File: config.mk
export PLATFORM = sky130hd
export DESIGN_NAME = vector_issue_scoreboard_timer_top_flat
export DESIGN_NICKNAME = d
export VERILOG_FILES = /design/src/rtl/core/vist_pkg.sv /design/src/rtl/core/vist_if.sv /design/src/rtl/core/vector_issue_scoreboard_timer_top.sv /design/src/rtl/core/vist_ram.sv /design/src/flat_wrapper.sv
export SDC_FILE = /design/constraint.sdc
export NUM_CORES = 2
export LEC_CHECK = 0
export ABC_AREA = 1
export ABC_CLOCK_PERIOD_IN_PS = 10000
export BUFFER_PORTS_ARGS = -buffer_cell sky130_fd_sc_hd__buf_2
export CAP_MARGIN = 20
export CORE_AREA = 2 2 600 722
export CTS_CLUSTER_SIZE = 30
export DETAILED_ROUTE_END_ITERATION = 10
export DIE_AREA = 0 0 602 724
export MAX_ROUTING_LAYER = met4
export PLACE_DENSITY_LB_ADDON = 0.2
export SYNTH_ARGS = -nofsm -noshare
export SYNTH_HDL_FRONTEND = slang
export SYNTH_SLANG_ARGS = --single-unit
File: constraint.sdc
create_clock -name clk_i -period 10 [get_ports clk_i]
set_clock_uncertainty 0.15 [all_clocks]
set_input_delay 1 -clock clk_i [delete_from_list [all_inputs] [get_ports clk_i]]
set_output_delay 1 -clock clk_i [all_outputs]
set_load 0.01 [all_outputs]
File: src/rtl/core/vist_pkg.sv
// Package for the vector issue scoreboard timer.
// Time type, field widths, sequencer state codes. No dependencies.
package vist_pkg;

  localparam int unsigned TimeW  = 48;
  localparam int unsigned UnitW  = 3;
  localparam int unsigned RegW   = 6;
  localparam int unsigned LatW   = 16;

  typedef logic [TimeW-1:0] time_t;

  localparam time_t TimeMax = {TimeW{1'b1}};

  typedef enum logic [6:0] {
    S_IDLE = 7'b0000001,
    S_READ = 7'b0000010,
    S_MAX  = 7'b0000100,
    S_FIN  = 7'b0001000,
    S_BASE = 7'b0010000,
    S_DIF  = 7'b0100000,
    S_SUM  = 7'b1000000
  } state_e;

endpackage

File: src/rtl/core/vist_if.sv
// Valid/ready channels for issue requests and timing results.
// Depends on vist_pkg.
interface vist_in_if;
  logic                                valid;
  logic                                ready;
  logic signed [vist_pkg::UnitW-1:0]   unit_index;
  logic signed [vist_pkg::RegW-1:0]    dest_reg;
  logic signed [vist_pkg::RegW-1:0]    src_a_reg;
  logic signed [vist_pkg::RegW-1:0]    src_b_reg;
  logic        [vist_pkg::LatW-1:0]    op_latency;
  vist_pkg::time_t                     issue_time;

  modport source (output valid, unit_index, dest_reg, src_a_reg, src_b_reg, op_latency,
                  issue_time, input ready);
  modport sink   (input valid, unit_index, dest_reg, src_a_reg, src_b_reg, op_latency,
                  issue_time, output ready);
endinterface

interface vist_out_if;
  logic            valid;
  logic            ready;
  vist_pkg::time_t stall_delay;
  vist_pkg::time_t start_time;
  vist_pkg::time_t finish_time;
  vist_pkg::time_t total_runtime;

  modport source (output valid, stall_delay, start_time, finish_time, total_runtime,
                  input ready);
  modport sink   (input valid, stall_delay, start_time, finish_time, total_runtime,
                  output ready);
endinterface

File: src/rtl/core/vector_issue_scoreboard_timer_top.sv
// Vector issue scoreboard timer: start/finish times and busy runtime per issue.
// Each transfer runs the read-max-add-accumulate sequence around the register
// ready-time RAMs; a new input is accepted only when idle, after write-back.
// A waiting result stalls only the final write-back step.
// Reset: asynchronous, active low; clears ready-time valid bits, unit times and totals.
// Depends on vist_pkg, vist_if, vist_ram.
module vector_issue_scoreboard_timer_top #(
  parameter int unsigned NUM_VREGS = 32,
  parameter int unsigned NUM_UNITS = 3
) (
  input  logic      clk_i,
  input  logic      rst_ni,
  vist_in_if.sink   in_i,
  vist_out_if.source out_o
);

  localparam int unsigned RegAw  = $clog2(NUM_VREGS);
  localparam int unsigned UnitAw = (NUM_UNITS > 1) ? $clog2(NUM_UNITS) : 1;

  vist_pkg::state_e state_q, state_d;

  logic [vist_pkg::UnitW-1:0] unit_q;
  logic [vist_pkg::RegW-1:0]  dst_q, sa_q, sb_q;
  logic                       unit_ok_q, dst_ok_q, sa_ok_q, sb_ok_q;
  logic [vist_pkg::LatW-1:0]  lat_q;
  vist_pkg::time_t            issue_q, m1_q, m2_q, start_q, finish_q, base_q, add_q;
  logic                       none_q;

  vist_pkg::time_t unit_rt_q [NUM_UNITS];
  logic [NUM_VREGS-1:0] reg_vld_q;
  vist_pkg::time_t last_q, busy_q;

  logic            out_valid_q;
  vist_pkg::time_t out_stall_q, out_start_q, out_finish_q, out_total_q;

  logic            accept, fire;
  vist_pkg::time_t rd_a, rd_b, ram_a, ram_b, unit_rt;
  logic [vist_pkg::TimeW:0] fin_sum, busy_sum;

  function automatic logic idx_ok(logic [vist_pkg::RegW-1:0] f, int unsigned lim);
    return !f[vist_pkg::RegW-1] && (8'({2'b00, f}) < 8'(lim));
  endfunction

  assign accept = in_i.valid && in_i.ready;
  assign in_i.ready = (state_q == vist_pkg::S_IDLE);
  assign fire = (state_q == vist_pkg::S_SUM) && (!out_valid_q || out_o.ready);

  vist_ram #(.Width(vist_pkg::TimeW), .Depth(NUM_VREGS)) u_ram_a (
    .clk_i   (clk_i),
    .we_i    (fire && dst_ok_q),
    .waddr_i (dst_q[RegAw-1:0]),
    .wdata_i (finish_q),
    .re_i    (accept),
    .raddr_i (in_i.src_a_reg[RegAw-1:0]),
    .rdata_o (ram_a)
  );

  vist_ram #(.Width(vist_pkg::TimeW), .Depth(NUM_VREGS)) u_ram_b (
    .clk_i   (clk_i),
    .we_i    (fire && dst_ok_q),
    .waddr_i (dst_q[RegAw-1:0]),
    .wdata_i (finish_q),
    .re_i    (accept),
    .raddr_i (in_i.src_b_reg[RegAw-1:0]),
    .rdata_o (ram_b)
  );

  always_comb begin
    rd_a    = (sa_ok_q && reg_vld_q[sa_q[RegAw-1:0]]) ? ram_a : '0;
    rd_b    = (sb_ok_q && reg_vld_q[sb_q[RegAw-1:0]]) ? ram_b : '0;
    unit_rt = unit_ok_q ? unit_rt_q[unit_q[UnitAw-1:0]] : '0;
    fin_sum  = {1'b0, start_q} + {{(vist_pkg::TimeW-vist_pkg::LatW+1){1'b0}}, lat_q};
    busy_sum = {1'b0, busy_q} + {1'b0, add_q};
  end

  always_comb begin
    state_d = state_q;
    case (state_q)
      vist_pkg::S_IDLE: if (accept) state_d = vist_pkg::S_READ;
      vist_pkg::S_READ: state_d = vist_pkg::S_MAX;
      vist_pkg::S_MAX:  state_d = vist_pkg::S_FIN;
      vist_pkg::S_FIN:  state_d = vist_pkg::S_BASE;
      vist_pkg::S_BASE: state_d = vist_pkg::S_DIF;
      vist_pkg::S_DIF:  state_d = vist_pkg::S_SUM;
      vist_pkg::S_SUM:  if (fire) state_d = vist_pkg::S_IDLE;
      default:          state_d = vist_pkg::S_IDLE;
    endcase
  end

  // Datapath, one step per state
  always_ff @(posedge clk_i) begin
    if (accept) begin
      unit_q    <= in_i.unit_index;
      dst_q     <= in_i.dest_reg;
      sa_q      <= in_i.src_a_reg;
      sb_q      <= in_i.src_b_reg;
      unit_ok_q <= !in_i.unit_index[vist_pkg::UnitW-1] &&
                   (5'({2'b00, in_i.unit_index}) < 5'(NUM_UNITS));
      dst_ok_q  <= idx_ok(in_i.dest_reg, NUM_VREGS);
      sa_ok_q   <= idx_ok(in_i.src_a_reg, NUM_VREGS);
      sb_ok_q   <= idx_ok(in_i.src_b_reg, NUM_VREGS);
      lat_q     <= in_i.op_latency;
      issue_q   <= in_i.issue_time;
    end
    if (state_q == vist_pkg::S_READ) begin
      m1_q <= (unit_rt > issue_q) ? unit_rt : issue_q;
      m2_q <= (rd_b > rd_a) ? rd_b : rd_a;
    end
    if (state_q == vist_pkg::S_MAX) begin
      start_q <= (m2_q > m1_q) ? m2_q : m1_q;
    end
    if (state_q == vist_pkg::S_FIN) begin
      finish_q <= fin_sum[vist_pkg::TimeW] ? vist_pkg::TimeMax
                                           : fin_sum[vist_pkg::TimeW-1:0];
    end
    if (state_q == vist_pkg::S_BASE) begin
      none_q <= (last_q >= finish_q);
      base_q <= (last_q >= start_q) ? last_q : start_q;
    end
    if (state_q == vist_pkg::S_DIF) begin
      add_q <= none_q ? '0 : (finish_q - base_q);
    end
    if (fire) begin
      out_stall_q  <= start_q - issue_q;
      out_start_q  <= start_q;
      out_finish_q <= finish_q;
      out_total_q  <= busy_sum[vist_pkg::TimeW] ? vist_pkg::TimeMax
                                                : busy_sum[vist_pkg::TimeW-1:0];
    end
  end

  always_ff @(posedge clk_i or negedge rst_ni) begin
    if (!rst_ni) begin
      state_q     <= vist_pkg::S_IDLE;
      out_valid_q <= 1'b0;
      reg_vld_q   <= '0;
      last_q      <= '0;
      busy_q      <= '0;
      for (int i = 0; i < int'(NUM_UNITS); i++) begin
        unit_rt_q[i] <= '0;
      end
    end else begin
      state_q <= state_d;
      if (fire) begin
        out_valid_q <= 1'b1;
      end else if (out_o.ready) begin
        out_valid_q <= 1'b0;
      end
      if (fire) begin
        last_q <= finish_q;
        busy_q <= busy_sum[vist_pkg::TimeW] ? vist_pkg::TimeMax
                                            : busy_sum[vist_pkg::TimeW-1:0];
        if (dst_ok_q) begin
          reg_vld_q[dst_q[RegAw-1:0]] <= 1'b1;
        end
        if (unit_ok_q) begin
          unit_rt_q[unit_q[UnitAw-1:0]] <= finish_q;
        end
      end
    end
  end

  assign out_o.valid         = out_valid_q;
  assign out_o.stall_delay   = out_stall_q;
  assign out_o.start_time    = out_start_q;
  assign out_o.finish_time   = out_finish_q;
  assign out_o.total_runtime = out_total_q;

  a_accept_reads: assert property (@(posedge clk_i) disable iff (!rst_ni)
    accept |=> state_q == vist_pkg::S_READ)
    else $error("transfer did not start the read step");

  a_stall_holds: assert property (@(posedge clk_i) disable iff (!rst_ni)
    (state_q == vist_pkg::S_SUM) && out_valid_q && !out_o.ready
    |=> state_q == vist_pkg::S_SUM)
    else $error("write-back passed a waiting result");

  a_finish_order: assert property (@(posedge clk_i) disable iff (!rst_ni)
    (state_q == vist_pkg::S_DIF) |-> finish_q >= start_q)
    else $error("finish before start");

  a_busy_mono: assert property (@(posedge clk_i) disable iff (!rst_ni)
    fire |=> busy_q >= $past(busy_q))
    else $error("runtime total decreased");

  a_stall_bound: assert property (@(posedge clk_i) disable iff (!rst_ni)
    out_valid_q |-> out_start_q >= out_stall_q)
    else $error("stall exceeds start time");

endmodule

File: src/rtl/core/vist_ram.sv
// Generic single-write, single-read RAM with registered read data.
// No dependencies.
module vist_ram #(
  parameter int unsigned Width = 48,
  parameter int unsigned Depth = 32
) (
  input  logic                     clk_i,
  input  logic                     we_i,
  input  logic [$clog2(Depth)-1:0] waddr_i,
  input  logic [Width-1:0]         wdata_i,
  input  logic                     re_i,
  input  logic [$clog2(Depth)-1:0] raddr_i,
  output logic [Width-1:0]         rdata_o
);

  logic [Width-1:0] mem_q [Depth];
  logic [Width-1:0] rdata_q;

  always_ff @(posedge clk_i) begin
    if (we_i) begin
      mem_q[waddr_i] <= wdata_i;
    end
    if (re_i) begin
      rdata_q <= mem_q[raddr_i];
    end
  end

  assign rdata_o = rdata_q;

endmodule
File: src/flat_wrapper.sv
// flat-port wrapper written by rule: the top's interface ports become plain ports
module vector_issue_scoreboard_timer_top_flat 
#(
  parameter int unsigned NUM_VREGS = 32,
  parameter int unsigned NUM_UNITS = 3
)
  (clk_i, rst_ni, in_i_valid, in_i_unit_index, in_i_dest_reg, in_i_src_a_reg, in_i_src_b_reg, in_i_op_latency, in_i_issue_time, in_i_ready, out_o_valid, out_o_stall_delay, out_o_start_time, out_o_finish_time, out_o_total_runtime, out_o_ready);
  vist_in_if in_i_i ();
  vist_out_if out_o_i ();
  input  logic clk_i;
  input  logic rst_ni;
  input wire logic [$bits(in_i_i.valid)-1:0] in_i_valid;
  input wire logic [$bits(in_i_i.unit_index)-1:0] in_i_unit_index;
  input wire logic [$bits(in_i_i.dest_reg)-1:0] in_i_dest_reg;
  input wire logic [$bits(in_i_i.src_a_reg)-1:0] in_i_src_a_reg;
  input wire logic [$bits(in_i_i.src_b_reg)-1:0] in_i_src_b_reg;
  input wire logic [$bits(in_i_i.op_latency)-1:0] in_i_op_latency;
  input wire logic [$bits(in_i_i.issue_time)-1:0] in_i_issue_time;
  output wire logic [$bits(in_i_i.ready)-1:0] in_i_ready;
  output wire logic [$bits(out_o_i.valid)-1:0] out_o_valid;
  output wire logic [$bits(out_o_i.stall_delay)-1:0] out_o_stall_delay;
  output wire logic [$bits(out_o_i.start_time)-1:0] out_o_start_time;
  output wire logic [$bits(out_o_i.finish_time)-1:0] out_o_finish_time;
  output wire logic [$bits(out_o_i.total_runtime)-1:0] out_o_total_runtime;
  input wire logic [$bits(out_o_i.ready)-1:0] out_o_ready;
  assign in_i_i.valid = in_i_valid;
  assign in_i_i.unit_index = in_i_unit_index;
  assign in_i_i.dest_reg = in_i_dest_reg;
  assign in_i_i.src_a_reg = in_i_src_a_reg;
  assign in_i_i.src_b_reg = in_i_src_b_reg;
  assign in_i_i.op_latency = in_i_op_latency;
  assign in_i_i.issue_time = in_i_issue_time;
  assign in_i_ready = in_i_i.ready;
  assign out_o_valid = out_o_i.valid;
  assign out_o_stall_delay = out_o_i.stall_delay;
  assign out_o_start_time = out_o_i.start_time;
  assign out_o_finish_time = out_o_i.finish_time;
  assign out_o_total_runtime = out_o_i.total_runtime;
  assign out_o_i.ready = out_o_ready;
  vector_issue_scoreboard_timer_top #(.NUM_VREGS(NUM_VREGS), .NUM_UNITS(NUM_UNITS)) u_core (.clk_i(clk_i), .rst_ni(rst_ni), .in_i(in_i_i), .out_o(out_o_i));
endmodule
==> impl_metrics.env <==
export IMPL_drtPass1Iterations=6
export IMPL_grt_max_degree=182
export IMPL_timing_final_hold_violations=0
export IMPL_final_setup_tns_ps=0
export IMPL_layout_drive_gt1_share_pct=8.035
export IMPL_placed_cell_area_sq_mm=0.1360
export IMPL_r2r_start="u_core.sb_q[0]"
export IMPL_hpwl_mm=339.7
export IMPL_yosys_top_cells_count="nor2_1, edfxtp_1, nand2_1"
export IMPL_max_freq_mhz=190.6
export IMPL_outcome="complete, no violations"
export IMPL_rsz0062_at_grt="no"
export IMPL_regMostFlops="u_core.u_ram_b.mem_q"
export IMPL_synth_avg_cell_area_sq_um=9.429
export IMPL_wirelength_mm=537.5
export IMPL_reg2reg_to="u_core.m2_q[27]"
export IMPL_postRouteAntennaNets=0
export IMPL_vias=107000
export IMPL_gr_total_overflow=0
export IMPL_yosysSeqAreaShare_pct=56.91
export IMPL_reg2regPathDepth=22
export IMPL_syn_cell_area_sq_mm=0.1283
export IMPL_drt_vias_per_instance=5.477
export IMPL_hold_end="u_core.dst_q[1]"
export IMPL_async_reset_ff_share_pct=11.30
export IMPL_ys_ff_latch=2478
export IMPL_setup_viol=0
export IMPL_synth_top_area_share_pct=51.45
export IMPL_largest_reg_flops=1488
export IMPL_hold_depth=1
export IMPL_tritoncts="yes"
export IMPL_timing_final_crit_share_pct=52.46
export IMPL_cts_sinks=2478
export IMPL_power_mw=27.08
export IMPL_cp_max_fo=48
export IMPL_post_place_ws_ps=4776
export IMPL_drt_iter0_drc=12670
export IMPL_report_final_slew_viol_count=0
export IMPL_clock_latency_ps=900
export IMPL_grt_usage_pct=24.57
export IMPL_min_path_type="primary input to flip-flop"
export IMPL_cp_end_kind="flip-flop"
export IMPL_drc=0
export IMPL_critical_path_class="flip-flop to flip-flop"
export IMPL_htreeDepth=5
export IMPL_slew_headroom_pct=21.68
export IMPL_die_area_sq_mm=0.4358
export IMPL_setup_ws_ps=4754
export IMPL_initial_core_util_pct=29.90
export IMPL_yosys_warnings=0
export IMPL_std_cell_rows=264
export IMPL_grt_pass1_wl_mm=758.0
export IMPL_synth_edff_count=2198
export IMPL_clock_path_buffers=4
export IMPL_portBuffers=282
export IMPL_ys_flop_type="edfxtp_1"
export IMPL_fin_nets=14090
export IMPL_yosysTopAreaCell="edfxtp_1"
export IMPL_fin_area_sq_mm=0.1449
export IMPL_final_min_clock_period_ps=5246
export IMPL_path_clk_slew_ps=60
export IMPL_routedWlPerCell_um=27.50
export IMPL_reg2reg_slack_ps=4750
export IMPL_final_util_pct=33.76
export IMPL_cts_root_buf="clkbuf_16"
export IMPL_yosysMostFrequentCell="nor2_1"
export IMPL_p_leak_nw=54.98
export IMPL_numCtsBuffers=280
export IMPL_synth_area_leaders="edfxtp_1, o21ai_0, nor2_1"
export IMPL_tightest_slew_ps=1175
export IMPL_vdd_drop_max_mv=0.1483
export IMPL_grt_pass1_vias=102600
export IMPL_coreArea_sq_mm=0.4291
export IMPL_die_w_um=602
export IMPL_syn_nets=14100
export IMPL_cellPowerDensity_mw_per_mm2=186.9
export IMPL_globalplace_congestion=0.9204
export IMPL_largestRegisters="u_core.u_ram_b.mem_q x1488, u_core.unit_rt_q x144"
export IMPL_antenna_found_initial=32
export IMPL_cp_data_arrival_time_ps=5690
export IMPL_synth_distinct_cells=58
export IMPL_cp_required_ps=10440
export IMPL_startpoint_type="flip-flop"
export IMPL_dieHeight_um=724
export IMPL_syn2layout_area_growth_pct=12.93
export IMPL_pin_count=283
export IMPL_hp_start="in_i_dest_reg[1]"
export IMPL_syn_inst=13610
export IMPL_max_cap_viol_count=0
-- report_power, final --
part | total, mW | internal (mW) | switching (mW)
combinational | 4.56 | 1.21 | 3.35
sequential | 12.2 | 11.8 | 0.375
clock | 10.4 | 5.91 | 4.46
-- stage by stage --
step	std cells	hold slack, ps
floorplan	13610	282.9
global placement	19040	317.4
detailed placement	19040	314.7
CTS	19530	62.49
global route	19540	113.3
finish	19540	130.7
-- logic make-up (layout without fill, tap and decap cells) --
| family | Yosys count | count (layout) | synth area share, % |
|---|---|---|---|
| xor gates and xnor gates | 73 | 73 | 0.4984 |
| and+or+nand+nor | 5280 | 5280 | 16.79 |
| other | 0 | 11 | 0 |
| buffers and inverters | 1851 | 2060 | 5.875 |
| DFF | 2478 | 2478 | 56.91 |
| adders and majority gates | 402 | 402 | 3.944 |
| AOI/OAI and AO/OA | 3521 | 3521 | 15.97 |
-- critical path, cell delays in order (launching register included) --
cell,delay [ps]
edfxtp_1,940
inv_1,90
nand2_1,90
nand3_1,60
nand3_1,90
nand2_1,80
nand2_1,70
nand3_1,130
nand3_4,180
buf_4,740
nor2_1,150
ha_1,320
nand2_1,70
nor2_1,190
nand2_1,110
nor2_1,190
nand2_1,90
inv_1,60
nand2_1,50
nand3_1,70
nand2_2,610
nand2_1,260
nand2_1,90
-- worst max path at each step --
| stage | from | end | slack [ps] | cells past startpoint |
|---|---|---|---|---|
| floorplan | in_i_valid | u_core.dst_ok_q | 590 | 2 |
| global placement | u_core.sb_q[0] | u_core.m2_q[31] | 4680 | 21 |
| detailed placement | u_core.sb_q[0] | u_core.m2_q[27] | 4780 | 17 |
| CTS | u_core.sb_q[0] | u_core.m2_q[27] | 4760 | 17 |
| global route | u_core.sb_q[0] | u_core.m2_q[25] | 4240 | 19 |
| finish | u_core.sb_q[0] | u_core.m2_q[27] | 4750 | 22 |
-- area by class of cell --
cell class	count	area, sq um
multi-input cells	9276	48090
clock buffers	356	7587
flip-flops and latches	2478	73010
well taps	5719	7156
diodes	11	27.53
repair buffers	538	3786
inverters	1029	3941
clock inverters	137	1280
fillers	43760	284200
-- per-layer routing --
layer	wire (um)	global-route usage (%)	vias up
met2	262400	41.35	5072
met1	209600	29.36	52880
met3	35770	2.811	1109
li1	-	-	47980
met4	29700	11.79	0
met5	0	-	-
-- layout by cell type (no fill, tap or decap), types with 49 or more instances in the layout --
cell and count:
o21ai_1 63, nor3_1 49, o22ai_1 163, nand2_1 2173
ha_1 398, nand4_1 111, a31oi_1 108, edfxtp_1 2198
buf_4 228, nor2_4 56, clkbuf_1 60, o221ai_1 579
nand3_1 543, buf_2 271, o21ai_0 1985, a21oi_1 487
dfrtp_1 279, nor2_1 2195, clkbuf_16 292, inv_1 1004
clkinv_2 51
-- what timing repair did --
action	4_1_cts	5_1_grt
hold buffers	1	0
resized for setup	0	0
hold endpoints to repair	40	0
setup buffers	0	0
Note: power is estimated with default switching activity, not from simulation.
